`src/eac_pkg.sv`:
```
package eac_pkg;

   // Time base and field widths
   localparam int TIME_WIDTH    = 32;
   localparam int VOL_WIDTH     = 5;
   localparam int DUTY_WIDTH    = 8;
   localparam int SPAN_WIDTH    = 22;
   localparam int PULSE_WIDTH   = 16;
   localparam int MINUTE_WIDTH  = 8;
   localparam int CSR_IDX_WIDTH = 3;
   localparam int CSR_WIDTH     = 22;

   // Shared shift-add multiplier: 22-bit multiplicand, 8-bit multiplier
   localparam int MUL_A_WIDTH = 22;
   localparam int MUL_B_WIDTH = 8;
   localparam int MUL_P_WIDTH = MUL_A_WIDTH + MUL_B_WIDTH;
   localparam int MUL_CNT_WIDTH = $clog2(MUL_B_WIDTH);

   // Ramp divider: numerator below 31 * ramp_time, quotient below 32
   localparam int DIV_N_WIDTH = SPAN_WIDTH + VOL_WIDTH;
   localparam int DIV_Q_WIDTH = VOL_WIDTH;
   localparam int DIV_CNT_WIDTH = $clog2(DIV_Q_WIDTH);

   // Constants
   localparam logic [MUL_A_WIDTH-1:0] MS_PER_MINUTE = MUL_A_WIDTH'(60000);
   localparam logic [DUTY_WIDTH-1:0]  DUTY_OFF      = 8'd0;
   localparam logic [DUTY_WIDTH-1:0]  DUTY_PULSE    = 8'd128;
   localparam logic [DUTY_WIDTH-1:0]  DUTY_FULL     = 8'd255;

   // Commands
   localparam logic [1:0] CMD_TICK   = 2'd0;
   localparam logic [1:0] CMD_START  = 2'd1;
   localparam logic [1:0] CMD_STOP   = 2'd2;
   localparam logic [1:0] CMD_SNOOZE = 2'd3;

   // Register indexes
   localparam logic [CSR_IDX_WIDTH-1:0] REG_VOLUME_MIN      = 3'd0;
   localparam logic [CSR_IDX_WIDTH-1:0] REG_VOLUME_MAX      = 3'd1;
   localparam logic [CSR_IDX_WIDTH-1:0] REG_RAMP_TIME       = 3'd2;
   localparam logic [CSR_IDX_WIDTH-1:0] REG_ESCALATION_TIME = 3'd3;
   localparam logic [CSR_IDX_WIDTH-1:0] REG_PULSE_ON_TIME   = 3'd4;
   localparam logic [CSR_IDX_WIDTH-1:0] REG_PULSE_OFF_TIME  = 3'd5;
   localparam logic [CSR_IDX_WIDTH-1:0] REG_PLAYER_READY    = 3'd6;

   // Register reset values
   localparam logic [VOL_WIDTH-1:0]   RST_VOLUME_MIN = 5'd5;
   localparam logic [VOL_WIDTH-1:0]   RST_VOLUME_MAX = 5'd30;
   localparam logic [SPAN_WIDTH-1:0]  RST_RAMP_TIME  = 22'd60000;
   localparam logic [SPAN_WIDTH-1:0]  RST_ESC_TIME   = 22'd60000;
   localparam logic [PULSE_WIDTH-1:0] RST_PULSE_ON   = 16'd500;
   localparam logic [PULSE_WIDTH-1:0] RST_PULSE_OFF  = 16'd500;

   typedef struct packed {
      logic [1:0]              command;
      logic [MINUTE_WIDTH-1:0] snooze_minutes;
   } req_type;

   typedef struct packed {
      logic [VOL_WIDTH-1:0]  volume;
      logic [DUTY_WIDTH-1:0] vibration_duty;
      logic                  is_alarming;
      logic                  is_snoozed;
      logic                  send_volume;
      logic                  start_playback;
      logic                  pause_playback;
   } rsp_type;

endpackage

```
`src/eac_mul.sv`:
```
module eac_mul
   import eac_pkg::*;
(
   input  logic                   clock,
   input  logic                   reset,
   input  logic                   start,
   input  logic [MUL_A_WIDTH-1:0] mcand,
   input  logic [MUL_B_WIDTH-1:0] mplier,
   output logic                   done,
   output logic [MUL_P_WIDTH-1:0] product
);

   logic                     busy_ff, busy_in;
   logic                     done_ff, done_in;
   logic [MUL_CNT_WIDTH-1:0] cnt_ff, cnt_in;
   logic [MUL_P_WIDTH-1:0]   acc_ff, acc_in;
   logic [MUL_P_WIDTH-1:0]   mcand_ff, mcand_in;
   logic [MUL_B_WIDTH-1:0]   mplier_ff, mplier_in;

   // One multiplier bit per cycle, LSB first
   always_comb begin
      busy_in   = busy_ff;
      done_in   = 1'b0;
      cnt_in    = cnt_ff;
      acc_in    = acc_ff;
      mcand_in  = mcand_ff;
      mplier_in = mplier_ff;
      if (start) begin
         busy_in   = 1'b1;
         cnt_in    = '0;
         acc_in    = '0;
         mcand_in  = MUL_P_WIDTH'(mcand);
         mplier_in = mplier;
      end else if (busy_ff) begin
         if (mplier_ff[0]) begin
            acc_in = acc_ff + mcand_ff;
         end
         mcand_in  = {mcand_ff[MUL_P_WIDTH-2:0], 1'b0};
         mplier_in = {1'b0, mplier_ff[MUL_B_WIDTH-1:1]};
         cnt_in    = cnt_ff + 1'b1;
         if (cnt_ff == MUL_CNT_WIDTH'(MUL_B_WIDTH - 1)) begin
            busy_in = 1'b0;
            done_in = 1'b1;
         end
      end
   end

   always_ff @(posedge clock) begin
      if (reset) begin
         busy_ff <= 1'b0;
         done_ff <= 1'b0;
      end else begin
         busy_ff <= busy_in;
         done_ff <= done_in;
      end
      cnt_ff    <= cnt_in;
      acc_ff    <= acc_in;
      mcand_ff  <= mcand_in;
      mplier_ff <= mplier_in;
   end

   assign done    = done_ff;
   assign product = acc_ff;

endmodule

```
`src/eac_div.sv`:
```
module eac_div
   import eac_pkg::*;
(
   input  logic                   clock,
   input  logic                   reset,
   input  logic                   start,
   input  logic [DIV_N_WIDTH-1:0] numer,
   input  logic [SPAN_WIDTH-1:0]  denom,
   output logic                   done,
   output logic [DIV_Q_WIDTH-1:0] quotient
);

   logic                     busy_ff, busy_in;
   logic                     done_ff, done_in;
   logic [DIV_CNT_WIDTH-1:0] cnt_ff, cnt_in;
   logic [DIV_N_WIDTH-1:0]   rem_ff, rem_in;
   logic [DIV_N_WIDTH-1:0]   dsh_ff, dsh_in;
   logic [DIV_Q_WIDTH-1:0]   q_ff, q_in;

   // Restoring division, one quotient bit per cycle, MSB first
   always_comb begin
      busy_in = busy_ff;
      done_in = 1'b0;
      cnt_in  = cnt_ff;
      rem_in  = rem_ff;
      dsh_in  = dsh_ff;
      q_in    = q_ff;
      if (start) begin
         busy_in = 1'b1;
         cnt_in  = '0;
         rem_in  = numer;
         dsh_in  = DIV_N_WIDTH'(denom) << (DIV_Q_WIDTH - 1);
         q_in    = '0;
      end else if (busy_ff) begin
         if (rem_ff >= dsh_ff) begin
            rem_in = rem_ff - dsh_ff;
            q_in   = {q_ff[DIV_Q_WIDTH-2:0], 1'b1};
         end else begin
            q_in   = {q_ff[DIV_Q_WIDTH-2:0], 1'b0};
         end
         dsh_in = {1'b0, dsh_ff[DIV_N_WIDTH-1:1]};
         cnt_in = cnt_ff + 1'b1;
         if (cnt_ff == DIV_CNT_WIDTH'(DIV_Q_WIDTH - 1)) begin
            busy_in = 1'b0;
            done_in = 1'b1;
         end
      end
   end

   always_ff @(posedge clock) begin
      if (reset) begin
         busy_ff <= 1'b0;
         done_ff <= 1'b0;
      end else begin
         busy_ff <= busy_in;
         done_ff <= done_in;
      end
      cnt_ff <= cnt_in;
      rem_ff <= rem_in;
      dsh_ff <= dsh_in;
      q_ff   <= q_in;
   end

   assign done     = done_ff;
   assign quotient = q_ff;

endmodule

```
`src/escalating_alarm_controller.sv`:
```
// Start and stop pass S_EXEC and S_DONE; a snooze while alarming adds S_SNZ on the multiplier,
// a tick adds S_EVAL, and S_RAMP and S_DIV when the volume ramp runs the shift-add multiplier and
// the restoring divider. One command is in work at a time: a new beat is taken only once
// the last result is registered; a waiting result holds back only the command behind it.
// Reset (synchronous, active high) restores all configuration registers to their defaults,
// clears the time base and leaves the alarm idle.
module escalating_alarm_controller
   import eac_pkg::*;
(
   input  logic                     clock,
   input  logic                     reset,
   input  logic                     req_valid,
   output logic                     req_stall,
   input  req_type                  req_data,
   output logic                     rsp_valid,
   input  logic                     rsp_stall,
   output rsp_type                  rsp_data,
   input  logic                     csr_we,
   input  logic [CSR_IDX_WIDTH-1:0] csr_index,
   input  logic [CSR_WIDTH-1:0]     csr_wdata
);

   localparam logic [2:0] S_IDLE = 3'd0;
   localparam logic [2:0] S_EXEC = 3'd1;
   localparam logic [2:0] S_EVAL = 3'd2;
   localparam logic [2:0] S_RAMP = 3'd3;
   localparam logic [2:0] S_DIV  = 3'd4;
   localparam logic [2:0] S_SNZ  = 3'd5;
   localparam logic [2:0] S_DONE = 3'd6;

   // Configuration registers
   logic [VOL_WIDTH-1:0]   vmin_ff, vmax_ff;
   logic [SPAN_WIDTH-1:0]  ramp_ff, esc_ff;
   logic [PULSE_WIDTH-1:0] on_ff, off_ff;
   logic                   ready_ff;

   // Controller state
   logic [2:0]              state_ff, state_in;
   logic [1:0]              cmd_ff, cmd_in;
   logic [MINUTE_WIDTH-1:0] min_ff, min_in;
   logic [TIME_WIDTH-1:0]   time_ff, time_in;
   logic [TIME_WIDTH-1:0]   start_ff, start_in;
   logic [TIME_WIDTH-1:0]   dead_ff, dead_in;
   logic [TIME_WIDTH-1:0]   toggle_ff, toggle_in;
   logic [VOL_WIDTH-1:0]    vol_ff, vol_in;
   logic [DUTY_WIDTH-1:0]   duty_ff, duty_in;
   logic                    vib_ff, vib_in;
   logic                    alarm_ff, alarm_in;
   logic                    snz_ff, snz_in;
   logic                    send_ff, send_in;
   logic                    play_ff, play_in;
   logic                    pause_ff, pause_in;
   logic                    rsp_valid_ff, rsp_valid_in;
   rsp_type                 rsp_data_ff, rsp_data_in;

   // Datapath helpers
   logic [TIME_WIDTH-1:0]  snz_diff, elapsed, since;
   logic                   begin_alarm;
   logic                   vol_upd;
   logic [VOL_WIDTH-1:0]   vol_new;
   logic [VOL_WIDTH:0]     ramp_sum;
   logic                   mul_start, mul_done, div_done;
   logic [MUL_A_WIDTH-1:0] mul_a;
   logic [MUL_B_WIDTH-1:0] mul_b;
   logic [MUL_P_WIDTH-1:0] mul_p;
   logic [DIV_Q_WIDTH-1:0] div_q;
   logic                   div_start;

   assign snz_diff = time_ff - dead_ff;
   assign elapsed  = time_ff - start_ff;
   assign since    = time_ff - toggle_ff;
   assign ramp_sum = {1'b0, vmin_ff} + {1'b0, div_q};

   // Multiplier operands: snooze minutes times ms per minute, or volume span times elapsed time
   assign mul_a = (state_ff == S_EXEC) ? MS_PER_MINUTE : elapsed[MUL_A_WIDTH-1:0];
   assign mul_b = (state_ff == S_EXEC) ? min_ff :
                  MUL_B_WIDTH'(vmax_ff - vmin_ff);

   assign div_start = (state_ff == S_RAMP) && mul_done;

   eac_mul u_mul (
      .clock   (clock),
      .reset   (reset),
      .start   (mul_start),
      .mcand   (mul_a),
      .mplier  (mul_b),
      .done    (mul_done),
      .product (mul_p)
   );

   eac_div u_div (
      .clock    (clock),
      .reset    (reset),
      .start    (div_start),
      .numer    (mul_p[DIV_N_WIDTH-1:0]),
      .denom    (ramp_ff),
      .done     (div_done),
      .quotient (div_q)
   );

   // Command sequencer
   always_comb begin
      state_in     = state_ff;
      cmd_in       = cmd_ff;
      min_in       = min_ff;
      time_in      = time_ff;
      start_in     = start_ff;
      dead_in      = dead_ff;
      toggle_in    = toggle_ff;
      vol_in       = vol_ff;
      duty_in      = duty_ff;
      vib_in       = vib_ff;
      alarm_in     = alarm_ff;
      snz_in       = snz_ff;
      send_in      = send_ff;
      play_in      = play_ff;
      pause_in     = pause_ff;
      begin_alarm  = 1'b0;
      vol_upd      = 1'b0;
      vol_new      = vmax_ff;
      mul_start    = 1'b0;
      rsp_valid_in = rsp_valid_ff & rsp_stall;
      rsp_data_in  = rsp_data_ff;

      case (state_ff)
         S_IDLE: begin
            if (req_valid) begin
               cmd_in   = req_data.command;
               min_in   = req_data.snooze_minutes;
               send_in  = 1'b0;
               play_in  = 1'b0;
               pause_in = 1'b0;
               state_in = S_EXEC;
            end
         end
         S_EXEC: begin
            state_in = S_DONE;
            case (cmd_ff)
               CMD_TICK: begin
                  time_in  = time_ff + 1'b1;
                  state_in = S_EVAL;
               end
               CMD_START: begin
                  begin_alarm = !alarm_ff;
               end
               CMD_STOP: begin
                  alarm_in = 1'b0;
                  snz_in   = 1'b0;
                  pause_in = ready_ff;
                  duty_in  = DUTY_OFF;
               end
               default: begin
                  if (alarm_ff) begin
                     mul_start = 1'b1;
                     state_in  = S_SNZ;
                  end
               end
            endcase
         end
         S_SNZ: begin
            if (mul_done) begin
               dead_in  = time_ff + TIME_WIDTH'(mul_p);
               alarm_in = 1'b0;
               snz_in   = 1'b1;
               pause_in = ready_ff;
               duty_in  = DUTY_OFF;
               state_in = S_DONE;
            end
         end
         S_EVAL: begin
            state_in = S_DONE;
            if (snz_ff) begin
               // Deadline passed when the wrapped difference is non-negative
               if (!snz_diff[TIME_WIDTH-1]) begin
                  snz_in      = 1'b0;
                  begin_alarm = 1'b1;
               end
            end else if (alarm_ff) begin
               if (elapsed < TIME_WIDTH'(esc_ff)) begin
                  // Vibration pulse train
                  if (vib_ff) begin
                     if (since >= TIME_WIDTH'(on_ff)) begin
                        vib_in    = 1'b0;
                        duty_in   = DUTY_OFF;
                        toggle_in = time_ff;
                     end
                  end else if (since >= TIME_WIDTH'(off_ff)) begin
                     vib_in    = 1'b1;
                     duty_in   = DUTY_PULSE;
                     toggle_in = time_ff;
                  end
                  // Volume ramp: trivial cases end here, else multiply and divide
                  if (vmax_ff <= vmin_ff || elapsed >= TIME_WIDTH'(ramp_ff)) begin
                     vol_upd = 1'b1;
                  end else begin
                     mul_start = 1'b1;
                     state_in  = S_RAMP;
                  end
               end else begin
                  vol_upd = 1'b1;
                  duty_in = DUTY_FULL;
               end
            end
         end
         S_RAMP: begin
            if (mul_done) begin
               state_in = S_DIV;
            end
         end
         S_DIV: begin
            if (div_done) begin
               vol_upd  = 1'b1;
               vol_new  = (ramp_sum > {1'b0, vmax_ff}) ? vmax_ff :
                          ramp_sum[VOL_WIDTH-1:0];
               state_in = S_DONE;
            end
         end
         S_DONE: begin
            if (!rsp_valid_ff || !rsp_stall) begin
               rsp_valid_in                = 1'b1;
               rsp_data_in.volume          = vol_ff;
               rsp_data_in.vibration_duty  = duty_ff;
               rsp_data_in.is_alarming     = alarm_ff;
               rsp_data_in.is_snoozed      = snz_ff;
               rsp_data_in.send_volume     = send_ff;
               rsp_data_in.start_playback  = play_ff;
               rsp_data_in.pause_playback  = pause_ff;
               state_in                    = S_IDLE;
            end
         end
         default: begin
            state_in = S_IDLE;
         end
      endcase

      // Volume change pulses the player only on a real change
      if (vol_upd && vol_new != vol_ff) begin
         vol_in  = vol_new;
         send_in = send_ff | ready_ff;
      end

      // Fresh alarm start
      if (begin_alarm) begin
         alarm_in  = 1'b1;
         snz_in    = 1'b0;
         start_in  = time_ff;
         vol_in    = vmin_ff;
         send_in   = ready_ff;
         play_in   = ready_ff;
         vib_in    = 1'b1;
         toggle_in = time_ff;
         duty_in   = DUTY_PULSE;
      end
   end

   always_ff @(posedge clock) begin
      if (reset) begin
         state_ff     <= S_IDLE;
         time_ff      <= '0;
         start_ff     <= '0;
         dead_ff      <= '0;
         toggle_ff    <= '0;
         vol_ff       <= RST_VOLUME_MIN;
         duty_ff      <= DUTY_OFF;
         vib_ff       <= 1'b0;
         alarm_ff     <= 1'b0;
         snz_ff       <= 1'b0;
         send_ff      <= 1'b0;
         play_ff      <= 1'b0;
         pause_ff     <= 1'b0;
         rsp_valid_ff <= 1'b0;
      end else begin
         state_ff     <= state_in;
         time_ff      <= time_in;
         start_ff     <= start_in;
         dead_ff      <= dead_in;
         toggle_ff    <= toggle_in;
         vol_ff       <= vol_in;
         duty_ff      <= duty_in;
         vib_ff       <= vib_in;
         alarm_ff     <= alarm_in;
         snz_ff       <= snz_in;
         send_ff      <= send_in;
         play_ff      <= play_in;
         pause_ff     <= pause_in;
         rsp_valid_ff <= rsp_valid_in;
      end
      cmd_ff      <= cmd_in;
      min_ff      <= min_in;
      rsp_data_ff <= rsp_data_in;
   end

   // Configuration writes
   always_ff @(posedge clock) begin
      if (reset) begin
         vmin_ff  <= RST_VOLUME_MIN;
         vmax_ff  <= RST_VOLUME_MAX;
         ramp_ff  <= RST_RAMP_TIME;
         esc_ff   <= RST_ESC_TIME;
         on_ff    <= RST_PULSE_ON;
         off_ff   <= RST_PULSE_OFF;
         ready_ff <= 1'b1;
      end else if (csr_we) begin
         case (csr_index)
            REG_VOLUME_MIN:      vmin_ff  <= csr_wdata[VOL_WIDTH-1:0];
            REG_VOLUME_MAX:      vmax_ff  <= csr_wdata[VOL_WIDTH-1:0];
            REG_RAMP_TIME:       ramp_ff  <= csr_wdata[SPAN_WIDTH-1:0];
            REG_ESCALATION_TIME: esc_ff   <= csr_wdata[SPAN_WIDTH-1:0];
            REG_PULSE_ON_TIME:   on_ff    <= csr_wdata[PULSE_WIDTH-1:0];
            REG_PULSE_OFF_TIME:  off_ff   <= csr_wdata[PULSE_WIDTH-1:0];
            REG_PLAYER_READY:    ready_ff <= csr_wdata[0];
            default: begin
            end
         endcase
      end
   end

   assign req_stall = (state_ff != S_IDLE);
   assign rsp_valid = rsp_valid_ff;
   assign rsp_data  = rsp_data_ff;

endmodule

```
`config.mk`:
```
export PLATFORM = sky130hd
export DESIGN_NAME = escalating_alarm_controller
export DESIGN_NICKNAME = d
export VERILOG_FILES = /design/src/eac_pkg.sv /design/src/eac_mul.sv /design/src/eac_div.sv /design/src/escalating_alarm_controller.sv
export SDC_FILE = /design/constraint.sdc
export NUM_CORES = 1
export LEC_CHECK = 0
export ABC_AREA = 1
export BUFFER_PORTS_ARGS = -buffer_cell sky130_fd_sc_hd__clkbuf_2
export CELL_PAD_IN_SITES_DETAIL_PLACEMENT = 1
export CELL_PAD_IN_SITES_GLOBAL_PLACEMENT = 1
export CORE_UTILIZATION = 42
export CTS_CLUSTER_SIZE = 40
export DETAILED_ROUTE_END_ITERATION = 6
export PLACE_DENSITY_LB_ADDON = 0.2
export RECOVER_POWER = 25
export SLEW_MARGIN = 20
export SYNTH_ARGS = -nofsm -noshare
export SYNTH_HDL_FRONTEND = slang
export SYNTH_SLANG_ARGS = --single-unit
```
`constraint.sdc`:
```
create_clock -name clock -period 4.5 [get_ports clock]
set_clock_uncertainty 0.2 [all_clocks]
set_input_delay 0.45 -clock clock [delete_from_list [all_inputs] [get_ports clock]]
set_output_delay 0.45 -clock clock [all_outputs]
set_load 0.1 [all_outputs]
```
==> results.ini, run 1 <==
[status]
status = completed

[grt]
overflow = 0
grt_pass1_vias = 27100
antenna_found_initial = 1
track_usage_pct = 28.4
grt_first_pass_wirelength_um = 150000
grt_max_degree = 78

[clock_network]
path_clk_slew_ns = 0.06
max-clock-path-buffers = 3
htreeDepth = 2
clk_latency_ns = 0.62
clock_tree.root_cell = clkbuf_16
numClockSinks = 390
cts_tree = yes
cts_buffers = 47

[logic_synthesis]
synth_top_family_by_area = simple AND/OR/NAND/NOR gates
synthFlopType = dfxtp_1
synth_xor_area_share_pct = 2.80
synthAdderAreaFrac_pct = 12.7
synthMuxAreaShare_pct = 0
yosysTopAreaCell = dfxtp_1
syn_avg_cell_area_um2 = 6.80
synthSimpleGateAreaFrac_pct = 25.6
synthDistinctLibCells = 56
synthTopCellsByArea = dfxtp_1, nand2_1, ha_1
ys_seq_elements = 390
synth_compound_area_share_pct = 16.1
synth_edf_count = 101
seq_area_frac_synth_pct = 31.7
synth-async-reset-ratio_pct = 0
synthesis.area_um2 = 27800
synth_nets = 4410
synth.yosys.warnings = 0
yosysTopAreaCellShare_pct = 20.8
syn_inst = 4091

[power]
power_frac_seq_pct = 25.1
internal-power_mw = 9.17
swShare_pct = 44.8
combinationalPowerShare_pct = 50.7
cellPowerDensity_nw_per_um2 = 527
power.total_mw = 16.6
p_sw_mw = 7.43
pwr-share-clk_pct = 24.2
leakagePower_nw = 15.5
vdd_ir_drop_max_mv = 0.275

[timing]
fin_crit_sh_pct = 96.1
period_needed_ns = 4.33
fmax_mhz = 231
fin_ws_ns = 0.174
report.final.slew_viol_count = 0
setup_viol = 0
setup_tns_ns = 0
worst_slew_pin_slew_ns = 1.23
hold_viol_final = 0
slew_headroom_pct = 18.5
timing.hold.ws_ns = 0.0336

[hold_path]
min_delay_path_depth = 3
hold_start = csr_wdata[15]
min_path_type = input port to flip-flop

[place]
place_hpwl_um = 76200
dp_slack_ns = 0.0979
place.port_buffers = 59
place_congestion = 0.944

[critical_path]
critPathRequiredTime_ns = 4.79
path_class = flip-flop to flip-flop
cp-end-kind = flip-flop
crit_fanout = 12
worstReg2RegStart = time_ff[0]$_SDFFE_PP0P_
start_kind = flip-flop
cp-startpoint = time_ff[0]$_SDFFE_PP0P_
arrival_ns = 4.61
worstRegToRegCells = 22

[floorplanning]
num_rows = 94
core_um2 = 65600
start_util_pct = 42.4
dieArea_um2 = 67300
die_w_um = 259
die_y_um = 259
io_pins = 60

[cells_and_area]
finalNetCount = 4532
drive_above_1_share_pct = 7.06
antenna_cells = 0
syn_to_final_growth_pct = 13.1

[detailed_routing]
wl_per_cell_um = 18.9
drt_iter0_markers = 1636
route.detailed.drc = 0
ant_nets = 0
viasPerCell = 5.31
routed_wl_um = 96900
vias = 27200
first_pass_iters = 5

[run]
drv_cap = 0

## logic make-up after synthesis
family                     Yosys count
xor gates and xnor gates            89
and+or+nand+nor                   1708
adders and majority gates          279
AOI/OAI and AO/OA                  823
buffers and inverters              802
DFF                                390
## layout by cell type, fill, tap and decap left out, types with 46 or more instances in the layout
master,count
buf_4,74
xor2_1,56
clkbuf_16,51
ha_1,271
nand3_1,156
clkbuf_2,46
o21ai_0,266
inv_1,684
nand4_1,53
a21oi_1,410
nand2_1,1034
dfxtp_1,289
nor2_1,326
edfxtp_1,101
## registers in the layout (all words and copies together) (netlist names), 5 cells and up
name             cells
min_ff               8
off_ff              16
dead_ff             32
u_mul.mplier_ff      8
u_div.rem_ff        27
time_ff             32
u_div.dsh_ff        26
rsp_data            12
on_ff               16
u_mul.mcand_ff      30
toggle_ff           32
vol_ff               5
vmin_ff              5
esc_ff              22
ramp_ff             22
u_div.quotient       5
u_mul.product       30
start_ff            32
vmax_ff              5
## repair_timing
item | CTS | global route
hold buffers | 24 | 0
setup buffers | 0 | 6
endpoints found under the hold margin | 38 | 0
resized for setup | 0 | 30
setup endpoints to repair | 0 | 100
## through the flow
stage               std cells  cell area (um2)  utilization, %
floorplan                4091            27800               -
global placement         4995            29400            44.9
CTS                      5107            31300            47.7
finish                   5116            31500            48.0
detailed placement       4995            29400            44.9
global route             5116            31500            48.0
## area by class of cell
type                            instances  area (um2)
Clock buffer                           69        1370
Inverter                              703        2640
Tap cell                              864        1080
Sequential cell                       390        8820
Clock inverter                         19         250
Timing Repair Buffer                  172        1290
Fill cell                            8554       34100
Multi-Input combinational cell       2899       16000
## synthesized netlist by cell type (4+ instances only)
| cell type | number |
|---|---|
| nand3b_1 | 4 |
| buf_4 | 12 |
| nor3_2 | 6 |
| xor2_1 | 63 |
| buf_1 | 7 |
| o211ai_1 | 37 |
| edfxtp_1 | 101 |
| o22a_1 | 6 |
| a211oi_1 | 13 |
| nor2_4 | 4 |
| nor3_1 | 46 |
| a21o_1 | 9 |
| a21oi_1 | 410 |
| o21ai_0 | 267 |
| nor2_2 | 9 |
| a21boi_0 | 5 |
| and2_1 | 6 |
| o21bai_1 | 6 |
| a31oi_1 | 22 |
| inv_1 | 685 |
| nand2_2 | 8 |
| o31ai_1 | 4 |
| buf_2 | 10 |
| xnor2_1 | 26 |
| nand4_1 | 53 |
| nor2_1 | 326 |
| o21ai_1 | 4 |
| ha_1 | 272 |
| dfxtp_1 | 289 |
| o2111ai_1 | 4 |
| clkbuf_1 | 67 |
| fa_1 | 7 |
| nand3_1 | 157 |
| nor4_1 | 13 |
| nand2_1 | 1037 |
| clkinv_1 | 5 |
| or2_2 | 29 |
| o21a_1 | 18 |
| inv_2 | 13 |
| o221ai_1 | 8 |
## power by group through the flow
| stage | registers (mW) | logic, mW | clock network, mW |
|---|---|---|---|
| after floorplan | 4.10 | 5.58 | 0 |
| after global placement | 4.23 | 7.73 | 0 |
| after detailed placement | 4.24 | 7.96 | 0 |
| after CTS | 4.17 | 8.06 | 4.10 |
| after global routing | 4.19 | 9.42 | 4.23 |
| final | 4.17 | 8.41 | 4.02 |
## metal layers
metal	up-vias	part of all wire, %	track usage, %
met5	-	0	0
met4	0	3.4	9.71
met3	153	4.0	2.47
met2	521	47	48.2
met1	13000	46	37.7
li1	13500	-	-
## critical path: stages, from the launching register on
cell,delay [ns]
dfxtp_1,0.31
inv_1,0.07
buf_4,0.15
ha_1,0.16
inv_2,0.09
fa_2,0.47
nand2_1,0.09
nand3_1,0.17
nand2_1,0.11
nand2_1,0.11
xor2_1,0.45
ha_1,0.34
nand4_1,0.14
o221ai_1,0.18
a21oi_1,0.18
nand4_1,0.15
inv_1,0.12
nand2_2,0.09
nand3_4,0.21
clkbuf_16,0.22
nand2_1,0.06
nand2_1,0.05
nor2_1,0.06
## worst paths after layout
check	to	slack, ns
worst min register to register	start_ff[27]$_SDFFE_PP0P_	0.26
worst max-delay path	toggle_ff[13]$_SDFFE_PP0P_	0.17
worst max register to register	toggle_ff[13]$_SDFFE_PP0P_	0.17
worst min-delay path	esc_ff[15]$_SDFFE_PP1P_	0.03
(Power assumes the default switching activity.)
==> run 2: changes to the inputs <==
- CORE_UTILIZATION: 42 -> 37
- clock period: 4.5 -> 4.7 ns (I/O delays scaled with it)
==> results.ini, run 2 (same netlist as run 1, synthesis figures left out) <==
[timing]
hold_viol_final = 0  ; unchanged
grt_setup_unrepaired = false
worst_slew_pin_slew_ns = 1.28  ; +0.0555 ns
fmax_mhz = 229  ; -0.78%
fin_crit_sh_pct = 92.8  ; -3.4 points
timing.hold.ws_ns = 0.0431  ; +0.00952 ns
slew_headroom_pct = 14.4  ; -4.1 points
fin_ws_ns = 0.340  ; +0.166 ns
period_needed_ns = 4.36  ; +0.0339 ns
report.final.slew_viol_count = 0  ; unchanged
setup_tns_ns = 0  ; unchanged
setup_viol = 0  ; unchanged

[critical_path]
crit_path_frequent_cell = nand2_1
slowest_stage = fa_1
start_kind = flip-flop
path_class = flip-flop to flip-flop
crit_fanout = 30  ; +18
critPathRequiredTime_ns = 4.79  ; about the same
arrival_ns = 4.45  ; -0.16 ns
cp_slowest_stage_delay_ns = 0.45  ; -0.02 ns
cp-end-kind = flip-flop

[floorplanning]
die_w_um = 276  ; +6.5%
die_y_um = 276  ; +6.5%
start_util_pct = 37.4  ; -5.0 points
dieArea_um2 = 76300  ; +13%
core_um2 = 74400  ; +13%
num_rows = 100  ; +6.4%
io_pins = 60  ; unchanged

[cells_and_area]
drive_above_1_share_pct = 6.39  ; -0.67 points
final_common_cell = nand2_1
syn_to_final_growth_pct = 13.1  ; about the same
layout_common_cells = nand2_1, inv_1, a21oi_1
finalNetCount = 4521  ; -0.24%
fin_area_um2 = 31500  ; about the same

[grt]
track_usage_pct = 25.1  ; -3.3 points
antenna_found_initial = 1  ; unchanged
grt_pass1_vias = 27100  ; +0.048%
overflow = 0  ; unchanged
grt_first_pass_wirelength_um = 152000  ; +1.4%
grt_max_degree = 82  ; +5.1%

[detailed_routing]
first_pass_iters = 6  ; +1
wl_per_cell_um = 18.6  ; -2.0%
ant_nets = 0  ; unchanged
drt_iter0_markers = 1320  ; -19%
routed_wl_um = 96800  ; -0.16%
route.detailed.drc = 0  ; unchanged
viasPerCell = 5.14  ; -3.2%
vias = 26800  ; -1.3%

[place]
dpl-instance-area_um2 = 29500  ; +0.18%
place_congestion = 0.908  ; -3.9%
place_hpwl_um = 77700  ; +2.0%
place.port_buffers = 59  ; unchanged
dp_slack_ns = 0.236  ; +0.139 ns

[clock_network]
clock_tree.root_cell = clkbuf_16
cts_tree = yes
cts_setup_buffers = 0  ; unchanged
clk_latency_ns = 0.63  ; about the same
path_clk_slew_ns = 0.06  ; about the same
max-clock-path-buffers = 3  ; unchanged
numClockSinks = 390  ; unchanged
cts_buffers = 50  ; +6.4%
htreeDepth = 2  ; unchanged

[run]
drv_cap = 0  ; unchanged

[status]
status = completed

[power]
cellPowerDensity_nw_per_um2 = 497  ; -5.7%
power.total_mw = 15.7  ; -5.7%
vdd_ir_drop_max_mv = 0.289  ; +4.9%
leakagePower_nw = 15.4  ; -0.55%

[hold_path]
min_path_type = input port to flip-flop

==> run 2: changes by cell type in the layout (fill, tap and decap cells not counted), moves of 2 or more <==
cell | previous run | this run
clkbuf_2 | 46 | 44
clkinv_1 | 6 | 8
nand2_1 | 1034 | 1039
clkbuf_8 | 7 | 5
dlygate4sd3_1 | 24 | 29
clkbuf_1 | 31 | 34
nand2_2 | 9 | 6
nor2_2 | 9 | 11
nor3_1 | 44 | 46
nor3_2 | 8 | 6
buf_6 | 2 | 0
nand2_4 | 2 | 0
buf_4 | 74 | 59
==> run 2: what timing repair did <==
item / 4_1_cts / 5_1_grt
hold buffers: 29 / 0
endpoints found under the hold margin: 46 / 0
endpoints found under the setup margin: 0 / 87
resized for setup: 0 / 14
==> run 2: critical path: cells and delay by family (launching register included) <==
| kind | cells | cell delay (ns) |
|---|---|---|
| DFF | 1 | 0.32 |
| adders and majority gates | 3 | 0.87 |
| and+or+nand+nor | 17 | 1.68 |
| xor gates and xnor gates | 1 | 0.25 |
| buffers and inverters | 6 | 0.52 |
| AOI/OAI and AO/OA | 1 | 0.18 |
==> run 2: final timing paths <==
check / from / end / slack (ns) / depth (start not counted)
worst max-delay path: time_ff[0]$_SDFFE_PP0P_ / u_mul.mcand_ff[14]$_DFFE_PP_ / 0.34 / 28
worst max register to register: time_ff[0]$_SDFFE_PP0P_ / u_mul.mcand_ff[14]$_DFFE_PP_ / 0.34 / 28
worst min-delay path: csr_index[1] / ready_ff$_SDFFE_PP1P_ / 0.04 / 5
worst min register to register: play_ff$_SDFFE_PP0P_ / rsp_data[1]$_DFFE_PP_ / 0.25 / 0
==> run 2: per-layer routing <==
metal	wire length (um)	global-route usage [%]
met1	45900	33.8
met5	0	0
met2	45500	42.9
met4	2180	6.63
met3	3110	2.37
==> run 2: power breakdown <==
| group | switching (mW) | total, mW | internal [mW] |
|---|---|---|---|
| registers | 0.272 | 3.99 | 3.72 |
| clock network | 1.64 | 3.95 | 2.31 |
| logic | 5.12 | 7.72 | 2.60 |
| total | 7.03 | 15.7 | 8.62 |
==> run 2: metrics by stage <==
step / utilization, % / cells
2_1_floorplan: - / 4091
3_3_place_gp: 39.6 / 5090
3_5_place_dp: 39.6 / 5090
4_1_cts: 42.3 / 5211
5_1_grt: 42.3 / 5211
6_report: 42.3 / 5212
==> run 2: final cells by class <==
type / instances / area, um2
Fill cell: 9599 / 43000
Multi-Input combinational cell: 2899 / 16000
Sequential cell: 390 / 8820
Inverter: 703 / 2640
Clock buffer: 69 / 1390
Tap cell: 969 / 1210
Timing Repair Buffer: 158 / 1130
Clock inverter: 23 / 287
Antenna cell: 1 / 2.50
